--- src/rtl/core/pps_pkg.sv ---
// shared types and constants for the preemptive priority scheduler core
// no dependencies; used by every module in rtl/core

package pps_pkg;

  localparam int MAX_TASKS_DEF = 16;

  localparam int ARRIVAL_W = 16;
  localparam int BURST_W   = 8;
  localparam int PRIO_W    = 8;
  localparam int INDEX_W   = 4;
  localparam int TICK_W    = 17;
  localparam int SUM_W     = 22;
  localparam int IDLE_W    = 16;

  localparam int QUEUE_DEPTH = 2;

  typedef struct packed {
    logic [ARRIVAL_W-1:0] arrival_tick;
    logic [BURST_W-1:0]   burst_ticks;
    logic [PRIO_W-1:0]    task_priority;
    logic                 last_task;
  } task_item_t;

  typedef struct packed {
    logic [INDEX_W-1:0] task_index;
    logic [TICK_W-1:0]  completion_tick;
    logic [TICK_W-1:0]  turnaround;
    logic [TICK_W-1:0]  waiting;
    logic [SUM_W-1:0]   total_turnaround;
    logic [SUM_W-1:0]   total_waiting;
    logic [IDLE_W-1:0]  idle_ticks;
    logic               last_result;
  } result_item_t;

  // classified record handed from the front end to the scheduler engine
  typedef struct packed {
    logic                 store;
    logic                 run;
    logic [ARRIVAL_W-1:0] arrival;
    logic [BURST_W-1:0]   burst;
    logic [PRIO_W-1:0]    prio;
  } cmd_t;

endpackage

--- src/rtl/core/pps_front.sv ---
// front end: accepts task records, normalises burst, drops overflow records
// depends on pps_pkg

module pps_front #(
  parameter int MAX_TASKS = pps_pkg::MAX_TASKS_DEF
) (
  input  logic               clk,
  input  logic               rst,
  input  logic               task_valid,
  output logic               task_ready,
  input  pps_pkg::task_item_t task_data,
  output logic               cmd_valid,
  input  logic               cmd_ready,
  output pps_pkg::cmd_t      cmd
);

  localparam int CNT_W = $clog2(MAX_TASKS + 1);

  logic [CNT_W-1:0] loaded;
  logic [CNT_W-1:0] loaded_next;
  logic             room;
  logic             accept;

  assign room = loaded < CNT_W'(MAX_TASKS);

  always_comb begin
    cmd.store   = room;
    cmd.run     = task_data.last_task;
    cmd.arrival = task_data.arrival_tick;
    cmd.burst   = (task_data.burst_ticks == '0) ? pps_pkg::BURST_W'(1) : task_data.burst_ticks;
    cmd.prio    = task_data.task_priority;
  end

  // a full table with no last flag leaves nothing to pass on
  assign cmd_valid  = task_valid && (room || task_data.last_task);
  assign task_ready = cmd_ready || !(room || task_data.last_task);
  assign accept     = task_valid && task_ready;

  always_comb begin
    loaded_next = loaded;
    if (accept) begin
      if (task_data.last_task) begin
        loaded_next = '0;
      end else if (room) begin
        loaded_next = loaded + CNT_W'(1);
      end
    end
  end

  always_ff @(posedge clk) begin
    if (rst) begin
      loaded <= '0;
    end else begin
      loaded <= loaded_next;
    end
  end

endmodule

--- src/rtl/core/pps_queue.sv ---
// short command queue between the front end and the scheduler engine
// depends on pps_pkg

module pps_queue (
  input  logic          clk,
  input  logic          rst,
  input  logic          push_valid,
  output logic          push_ready,
  input  pps_pkg::cmd_t push_cmd,
  output logic          pop_valid,
  input  logic          pop_ready,
  output pps_pkg::cmd_t pop_cmd
);

  localparam int PTR_W = $clog2(pps_pkg::QUEUE_DEPTH);
  localparam int CNT_W = $clog2(pps_pkg::QUEUE_DEPTH + 1);

  pps_pkg::cmd_t    entries [pps_pkg::QUEUE_DEPTH];
  logic [PTR_W-1:0] wr_ptr;
  logic [PTR_W-1:0] rd_ptr;
  logic [CNT_W-1:0] fill;
  logic             push;
  logic             pop;

  assign push_ready = fill < CNT_W'(pps_pkg::QUEUE_DEPTH);
  assign pop_valid  = fill != '0;
  assign pop_cmd    = entries[rd_ptr];
  assign push       = push_valid && push_ready;
  assign pop        = pop_valid && pop_ready;

  always_ff @(posedge clk) begin
    if (push) begin
      entries[wr_ptr] <= push_cmd;
    end
  end

  always_ff @(posedge clk) begin
    if (rst) begin
      wr_ptr <= '0;
      rd_ptr <= '0;
      fill   <= '0;
    end else begin
      if (push) begin
        wr_ptr <= wr_ptr + PTR_W'(1);
      end
      if (pop) begin
        rd_ptr <= rd_ptr + PTR_W'(1);
      end
      if (push && !pop) begin
        fill <= fill + CNT_W'(1);
      end else if (pop && !push) begin
        fill <= fill - CNT_W'(1);
      end
    end
  end

endmodule

--- src/rtl/core/pps_back.sv ---
// scheduler engine: task tables, tick loop with serial pick scan, result register
// depends on pps_pkg

module pps_back #(
  parameter int MAX_TASKS = pps_pkg::MAX_TASKS_DEF
) (
  input  logic                  clk,
  input  logic                  rst,
  input  logic                  cmd_valid,
  output logic                  cmd_ready,
  input  pps_pkg::cmd_t         cmd,
  output logic                  result_valid,
  input  logic                  result_ready,
  output pps_pkg::result_item_t result_data
);

  localparam int IDX_W = (MAX_TASKS > 1) ? $clog2(MAX_TASKS) : 1;
  localparam int CNT_W = $clog2(MAX_TASKS + 1);
  localparam int TW    = pps_pkg::TICK_W;
  localparam int SW    = pps_pkg::SUM_W;
  localparam int IW    = pps_pkg::IDLE_W;
  localparam int AW    = pps_pkg::ARRIVAL_W;
  localparam int BW    = pps_pkg::BURST_W;
  localparam int PW    = pps_pkg::PRIO_W;

  typedef enum logic [5:0] {
    ST_IDLE  = 6'b000001,
    ST_SCAN  = 6'b000010,
    ST_DRAIN = 6'b000100,
    ST_EXEC  = 6'b001000,
    ST_TALLY = 6'b010000,
    ST_EMIT  = 6'b100000
  } state_t;

  typedef struct packed {
    logic [AW-1:0] arrival;
    logic [BW-1:0] burst;
    logic [PW-1:0] prio;
  } entry_t;

  entry_t        task_mem [MAX_TASKS];
  logic [BW-1:0] rem_mem  [MAX_TASKS];

  state_t           state;
  logic [CNT_W-1:0] task_count;
  logic [CNT_W-1:0] done_count;
  logic [TW-1:0]    tick;
  logic [IW-1:0]    idle_count;
  logic [SW-1:0]    sum_turnaround;
  logic [SW-1:0]    sum_waiting;

  logic [IDX_W-1:0] scan_idx;
  logic [IDX_W-1:0] rd_idx;
  logic             rd_valid;
  entry_t           rd_entry;
  logic [BW-1:0]    rd_rem;

  logic             best_found;
  logic [IDX_W-1:0] best_idx;
  logic [AW-1:0]    best_arr;
  logic [BW-1:0]    best_burst;
  logic [PW-1:0]    best_prio;
  logic [BW-1:0]    best_rem;
  logic             pend_found;
  logic [AW-1:0]    min_arr;

  logic [TW-1:0]    tat;
  logic [TW-1:0]    wt;
  logic             out_valid;
  pps_pkg::result_item_t out_data;

  logic             store_we;
  logic             rem_we;
  logic [IDX_W-1:0] rem_waddr;
  logic [BW-1:0]    rem_wdata;
  logic             cand_ready;
  logic             cand_better;
  logic             take;
  logic             pend_upd;
  logic             last_issue;
  logic             last_done;
  logic             out_free;
  logic [TW-1:0]    gap;

  assign cmd_ready    = state == ST_IDLE;
  assign result_valid = out_valid;
  assign result_data  = out_data;
  assign out_free     = !out_valid || result_ready;
  assign store_we     = cmd_valid && cmd_ready && cmd.store;
  assign last_issue   = (CNT_W'(scan_idx) + CNT_W'(1)) == task_count;
  assign last_done    = (done_count + CNT_W'(1)) == task_count;
  assign gap          = {1'b0, min_arr} - tick;

  // candidate compare on the registered read
  assign cand_ready  = ({1'b0, rd_entry.arrival} <= tick) && (rd_rem != '0);
  assign cand_better = !best_found || (rd_entry.prio < best_prio) ||
                       ((rd_entry.prio == best_prio) && (rd_entry.arrival < best_arr));
  assign take        = rd_valid && cand_ready && cand_better;
  assign pend_upd    = rd_valid && (rd_rem != '0) &&
                       (!pend_found || (rd_entry.arrival < min_arr));

  always_comb begin
    rem_we    = 1'b0;
    rem_waddr = task_count[IDX_W-1:0];
    rem_wdata = cmd.burst;
    if (store_we) begin
      rem_we = 1'b1;
    end else if (state == ST_EXEC && best_found) begin
      rem_we    = 1'b1;
      rem_waddr = best_idx;
      rem_wdata = best_rem - BW'(1);
    end
  end

  always_ff @(posedge clk) begin
    if (store_we) begin
      task_mem[task_count[IDX_W-1:0]] <= '{arrival: cmd.arrival, burst: cmd.burst,
                                          prio: cmd.prio};
    end
    if (rem_we) begin
      rem_mem[rem_waddr] <= rem_wdata;
    end
    rd_entry <= task_mem[scan_idx];
    rd_rem   <= rem_mem[scan_idx];
    rd_idx   <= scan_idx;
  end

  always_ff @(posedge clk) begin
    if (rst) begin
      state          <= ST_IDLE;
      task_count     <= '0;
      done_count     <= '0;
      tick           <= '0;
      idle_count     <= '0;
      sum_turnaround <= '0;
      sum_waiting    <= '0;
      scan_idx       <= '0;
      rd_valid       <= 1'b0;
      best_found     <= 1'b0;
      pend_found     <= 1'b0;
      out_valid      <= 1'b0;
    end else begin
      rd_valid <= state == ST_SCAN;
      if (result_valid && result_ready && state != ST_EMIT) begin
        out_valid <= 1'b0;
      end
      if (take) begin
        best_found <= 1'b1;
        best_idx   <= rd_idx;
        best_arr   <= rd_entry.arrival;
        best_burst <= rd_entry.burst;
        best_prio  <= rd_entry.prio;
        best_rem   <= rd_rem;
      end
      if (pend_upd) begin
        pend_found <= 1'b1;
        min_arr    <= rd_entry.arrival;
      end
      case (state)
        ST_IDLE: begin
          if (cmd_valid) begin
            if (cmd.store) begin
              task_count <= task_count + CNT_W'(1);
            end
            if (cmd.run) begin
              state      <= ST_SCAN;
              scan_idx   <= '0;
              best_found <= 1'b0;
              pend_found <= 1'b0;
            end
          end
        end
        ST_SCAN: begin
          scan_idx <= scan_idx + IDX_W'(1);
          if (last_issue) begin
            state <= ST_DRAIN;
          end
        end
        ST_DRAIN: begin
          state <= ST_EXEC;
        end
        ST_EXEC: begin
          if (best_found) begin
            tick <= tick + TW'(1);
            tat  <= tick + TW'(1) - {1'b0, best_arr};
            if (best_rem == BW'(1)) begin
              state <= ST_TALLY;
            end else begin
              state      <= ST_SCAN;
              scan_idx   <= '0;
              best_found <= 1'b0;
              pend_found <= 1'b0;
            end
          end else if (pend_found) begin
            // nothing ready: jump to the next arrival, skipped ticks are idle
            idle_count <= idle_count + gap[IW-1:0];
            tick       <= {1'b0, min_arr};
            state      <= ST_SCAN;
            scan_idx   <= '0;
            pend_found <= 1'b0;
          end else begin
            state          <= ST_IDLE;
            task_count     <= '0;
            done_count     <= '0;
            tick           <= '0;
            idle_count     <= '0;
            sum_turnaround <= '0;
            sum_waiting    <= '0;
          end
        end
        ST_TALLY: begin
          wt             <= tat - TW'(best_burst);
          sum_turnaround <= sum_turnaround + SW'(tat);
          state          <= ST_EMIT;
        end
        ST_EMIT: begin
          if (out_free) begin
            out_valid                 <= 1'b1;
            out_data.task_index       <= pps_pkg::INDEX_W'(best_idx);
            out_data.completion_tick  <= tick;
            out_data.turnaround       <= tat;
            out_data.waiting          <= wt;
            out_data.total_turnaround <= sum_turnaround;
            out_data.total_waiting    <= sum_waiting + SW'(wt);
            out_data.idle_ticks       <= idle_count;
            out_data.last_result      <= last_done;
            if (last_done) begin
              state          <= ST_IDLE;
              task_count     <= '0;
              done_count     <= '0;
              tick           <= '0;
              idle_count     <= '0;
              sum_turnaround <= '0;
              sum_waiting    <= '0;
            end else begin
              sum_waiting <= sum_waiting + SW'(wt);
              done_count  <= done_count + CNT_W'(1);
              state       <= ST_SCAN;
              scan_idx    <= '0;
              best_found  <= 1'b0;
              pend_found  <= 1'b0;
            end
          end
        end
        default: begin
          state <= ST_IDLE;
        end
      endcase
    end
  end

  a_done_bound: assert property (@(posedge clk) disable iff (rst)
    done_count <= task_count)
    else $error("completions exceed loaded tasks");

  a_idle_clear: assert property (@(posedge clk) disable iff (rst)
    state == ST_IDLE |-> (tick == '0 && idle_count == '0 && done_count == '0))
    else $error("run state not cleared while idle");

  a_tally_done: assert property (@(posedge clk) disable iff (rst)
    state == ST_TALLY |-> (best_found && best_rem == BW'(1)))
    else $error("tally without a finishing task");

  a_last_ends: assert property (@(posedge clk) disable iff (rst)
    (state == ST_EMIT && out_free && last_done) |=>
      (state == ST_IDLE && result_valid && result_data.last_result))
    else $error("final completion did not end the run");

endmodule

--- src/rtl/core/preemptive_priority_scheduler_core.sv ---
// top level of the preemptive priority scheduler core
// depends on pps_pkg, pps_front, pps_queue, pps_back
//
//   channel  | direction | handshake                  | payload
//   ---------+-----------+----------------------------+---------------------
//   task     | in        | task_valid / task_ready     | pps_pkg::task_item_t
//   result   | out       | result_valid / result_ready | pps_pkg::result_item_t
//
// while the engine idles, task records load one per cycle through a two-entry
// queue into the tables; a run does a serial pick scan over the tables
//   for every scheduled tick and idle jump, and a tally and emit per completion
// input stalls once the queue fills during a run; results wait in one register
// synchronous active-high reset; tables are not cleared and need no sweep

module preemptive_priority_scheduler_core #(
  parameter int MAX_TASKS = pps_pkg::MAX_TASKS_DEF
) (
  input  logic                  clk,
  input  logic                  rst,
  input  logic                  task_valid,
  output logic                  task_ready,
  input  pps_pkg::task_item_t   task_data,
  output logic                  result_valid,
  input  logic                  result_ready,
  output pps_pkg::result_item_t result_data
);

  logic          front_valid;
  logic          front_ready;
  pps_pkg::cmd_t front_cmd;
  logic          back_valid;
  logic          back_ready;
  pps_pkg::cmd_t back_cmd;

  pps_front #(
    .MAX_TASKS(MAX_TASKS)
  ) u_front (
    .clk       (clk),
    .rst       (rst),
    .task_valid(task_valid),
    .task_ready(task_ready),
    .task_data (task_data),
    .cmd_valid (front_valid),
    .cmd_ready (front_ready),
    .cmd       (front_cmd)
  );

  pps_queue u_queue (
    .clk       (clk),
    .rst       (rst),
    .push_valid(front_valid),
    .push_ready(front_ready),
    .push_cmd  (front_cmd),
    .pop_valid (back_valid),
    .pop_ready (back_ready),
    .pop_cmd   (back_cmd)
  );

  pps_back #(
    .MAX_TASKS(MAX_TASKS)
  ) u_back (
    .clk         (clk),
    .rst         (rst),
    .cmd_valid   (back_valid),
    .cmd_ready   (back_ready),
    .cmd         (back_cmd),
    .result_valid(result_valid),
    .result_ready(result_ready),
    .result_data (result_data)
  );

endmodule
--- config.mk ---
export PLATFORM = sky130hd
export DESIGN_NAME = preemptive_priority_scheduler_core
export DESIGN_NICKNAME = d
export VERILOG_FILES = /design/src/rtl/core/pps_pkg.sv /design/src/rtl/core/pps_front.sv /design/src/rtl/core/pps_queue.sv /design/src/rtl/core/pps_back.sv /design/src/rtl/core/preemptive_priority_scheduler_core.sv
export SDC_FILE = /design/constraint.sdc
export NUM_CORES = 1
export LEC_CHECK = 0
export BUFFER_PORTS_ARGS = -buffer_cell sky130_fd_sc_hd__buf_2
export CAP_MARGIN = 20
export CORE_UTILIZATION = 56
export CTS_CLUSTER_SIZE = 25
export DETAILED_ROUTE_END_ITERATION = 8
export PLACE_DENSITY_LB_ADDON = 0.25
export SLEW_MARGIN = 0
export SYNTH_ARGS = -nofsm -noshare
export SYNTH_HDL_FRONTEND = slang
export SYNTH_HIERARCHICAL = 1
export SYNTH_SLANG_ARGS = --single-unit
export TNS_END_PERCENT = 5
--- constraint.sdc ---
create_clock -name clk -period 10.5 [get_ports clk]
set_clock_uncertainty 0.2 [all_clocks]
set_input_delay 1.05 -clock clk [delete_from_list [all_inputs] [get_ports clk]]
set_output_delay 1.05 -clock clk [all_outputs]
set_load 0.05 [all_outputs]
==> run_results.csv <==
group,metric,value,unit
worst_setup_path,ff2ff_path_depth,12,
worst_setup_path,r2r_start,"u_back/tick[0]$_SDFFE_PP0P_",
final_layout,regArea,30700,um2
synth,synthCells,2724,
grt,antenna_found_initial,1,
final_layout,multi_input_area,13100,um2
floorplanning,core,79100,um2
synth,ys_seq_area_share,68.4,%
pwr,powerDensity,204,nW/um2
clock_network,hold_buffers,0,
synth,synth_warnings,6,
synth,synth.area.top_cells,"edfxtp_1 (62%), mux4_2 (10%), dfxtp_1 (6.9%)",
place,hpwlAfterDp,61700,um
synth,synth_ff_type,"edfxtp_1",
floorplanning,die_w,285,um
clock_network,cts-buffers-inserted,107,
worst_setup_path,worstPathCellList,"ha_1 -> nand3_1 -> xnor2_1 -> ha_1 -> a2111oi_0 -> o21ai_0 -> a31oi_1 -> o21ai_1 -> o41a_1 -> a211o_1 -> a21oi_1 -> xnor2_1",
grt,overflow,0,
synth,ys_ff_latch,1073,
synth,async_flop_share,0,%
route,antenna_left,0,
timing,slew_viol_final,0,
final_layout,final_common_cell,"edfxtp_1",
timing,setup_violations,0,
floorplanning,dieHeight,285,um
route,avgRoutedWirePerCell,24.4,um
worst_setup_path,reg2reg_to,"u_back/tat[16]$_DFFE_PP_",
floorplanning,row_count,103,
clock_network,cts_tree,"yes",
final_layout,post-route-util,63.7,%
place,place_congestion,0.925,
clock_network,clock_path_buffers,3,
timing,fmax,0.249,GHz
worst_setup_path,crit_buf_inv,0,
route,drtIter0Drc,2527,
clock_network,clk_latency,0.69,ns
synth,synth_area_leader_cell,"edfxtp_1",
final_layout,layout-drive-gt1-share,21.8,%
final_layout,antenna_cells,0,
min_path,hold_depth,0,
pwr,peakVddDrop,0.000148,V
timing,period_share,38.3,%
route,drt_first_pass_iters,9,
run,max-cap-violations,0,
clock_network,post-cts-setup-buffer-count,0,
run_status,status,"completed",
worst_setup_path,critical_path.max_stage_delay,0.58,ns
synth,synth_top_area_share,61.5,%
grt,grt_max_degree,131,
worst_setup_path,worst_path_dominant_cell_family,"compound AO/OA/AOI/OAI gates",
synth,synth_enable_flop_cells,918,
timing,period_needed,4.02,ns
route,drc,0,
clock_network,cts.sinks,1073,
clock_network,htreeDepth,3,
floorplanning,io_pins,155,
synth,synth.avg_cell_area,16.5,um2
worst_setup_path,r2r_slack,6.48,ns
final_layout,final_cell_mix,"edfxtp_1 (918), mux4_2 (200), buf_2 (159)",
worst_setup_path,slowest_stage,"a2111oi_0",
min_path,hold_path_class,"reg -> reg",
min_path,hp-start,"u_back/rd_entry[11]$_DFF_P_",
worst_setup_path,path_class,"reg -> reg",
floorplanning,die_area,81200,um2
synth,synth_fp_nets,2919,
min_path,min_to,"u_back/best_burst[3]$_DFFE_PP_",
final_layout,syn2layout_area_growth,12.5,%
worst_setup_path,critPathArrivalTime,4.25,ns
clock_network,clk_pin_slew,0.06,ns
synth,yosysUniqueCellTypes,95,
timing,slew_headroom,23.6,%
worst_setup_path,path_max_fanout,8,
route,vias,24600,
clock_network,cts_resized,0,
final_layout,nNetsFinal,3106,
floorplanning,start_util,56.6,%
grt,first_global_vias,25200,
timing,hold_viol,0,
clock_network,root_buffer,"clkbuf_16",
grt,grt_pass1_wl,151000,um
grt,track_usage,24.6,%
timing,worst-slew-pin-transition,1.15,ns
route,drt-total-wl,98900,um
final_layout,fill_cells,5455,
place,port-buffer-count,154,
synth,netlist_area,44800,um2
timing,rsz0062_at_grt,"no",
route,via_per_inst,6.07,
pwr,leakagePower,0.0173,uW
timing,setup_tns,0,ns
worst_setup_path,critical_path.startpoint_type,"register",
worst_setup_path,end_kind,"register",
worst_setup_path,cp.required,10.73,ns
## synthesized netlist by cell type, types with 8 or more instances
cell        n
fa_1       19
clkbuf_1   63
edfxtp_1  918
xnor2_1    68
buf_1      19
nor3_1     36
a21oi_1    90
ha_1      139
buf_4      29
mux4_2    200
a211oi_1   15
and2_1     18
and3_1     18
nor2b_1    21
dfxtp_1   155
nand3_1    32
mux2_2     34
or3_1      13
nand2_1    96
o21ai_0    76
a22o_1      8
xor2_1     32
nand2b_1   11
o21a_1     11
inv_1     151
o31ai_1    10
nor2_1    167
a31oi_1    28
nor4_1     11
nand4_1    17
a21o_1     35
a22oi_1    37
o21bai_1   12
a21boi_0    9
## stage by stage
stage / setup slack, ns / std cells / instance area [um2] / hold slack [ns] / power (uW)
finish: 6.48 / 4055 / 50400 / 0.208 / 10300
global route: 6.22 / 4055 / 50400 / 0.207 / 10600
CTS: 6.52 / 4053 / 50400 / 0.207 / 10400
detailed placement: 6.47 / 3850 / 46800 / 0.194 / 6530
global placement: 6.55 / 3840 / 46700 / 0.188 / 6450
floorplan: 0.233 / 2724 / 44800 / 0.129 / 6090
## metal layers
layer / up-vias / routed length, um / global-route usage (%)
li1: 10900 / - / -
met1: 12600 / 39400 / 32.4
met2: 949 / 50600 / 42.3
met3: 181 / 6510 / 3.83
met4: 0 / 2440 / 7.62
met5: - / 0 / 0
## how the worst max path moves through the flow
stage,from,to,cells past startpoint
finish,u_back/tick[0]$_SDFFE_PP0P_,u_back/tat[16]$_DFFE_PP_,12
global route,u_back/tick[1]$_SDFFE_PP0P_,u_back/tat[16]$_DFFE_PP_,12
CTS,u_back/tick[0]$_SDFFE_PP0P_,u_back/tat[16]$_DFFE_PP_,12
detailed placement,rst,u_back/best_idx[0]$_DFFE_PP_,7
global placement,rst,u_back/best_idx[0]$_DFFE_PP_,7
floorplan,rst,u_back/result_data[0]$_DFFE_PP_,3
## report_power, final
| group | switching, uW | internal [uW] | leakage, uW | total, uW |
|---|---|---|---|---|
| registers | 192 | 5120 | 0.00957 | 5310 |
| logic | 682 | 456 | 0.00598 | 1140 |
| clock network | 1610 | 2250 | 0.00178 | 3860 |
## worst register-to-register path, stage by stage, from the launching register on
cell	delay (ns)
dfxtp_1	0.47
ha_1	0.26
nand3_1	0.10
xnor2_1	0.23
ha_1	0.32
a2111oi_0	0.58
o21ai_0	0.20
a31oi_1	0.31
o21ai_1	0.15
o41a_1	0.38
a211o_1	0.27
a21oi_1	0.21
xnor2_1	0.09
## registers in the layout, summed over array words and instances, names as in the netlist, 16 cells and up, named ones only
signal and cells:
u_queue/entries 68, u_back/task_mem 512, u_back/tick 17, u_back/min_arr 16, u_back/sum_turnaround 22, u_back/idle_count 16, u_back/sum_waiting 22, u_back/best_arr 16
u_back/tat 17, u_back/wt 17, u_back/result_data 116, u_back/rd_entry 32, u_back/rem_mem 128
## kinds of logic after synthesis
logic type	count (synthesis)	synth area share [%]
AOI/OAI and AO/OA	391	5.73
xor gates and xnor gates	100	1.95
adders and majority gates	158	4.73
buffers and inverters	275	2.71
DFF	1073	68.4
muxes	237	11.0
and+or+nand+nor	490	5.46
## cell type report
class / count / share of cell area (%)
multi-input cells: 1376 / 25.9
clock inverters: 51 / 1.09
repair buffers: 202 / 2.30
flip-flops and latches: 1073 / 60.8
well taps: 1050 / 2.61
clock buffers: 152 / 6.11
inverters: 151 / 1.12
Note: power is estimated with default switching activity, not from simulation.
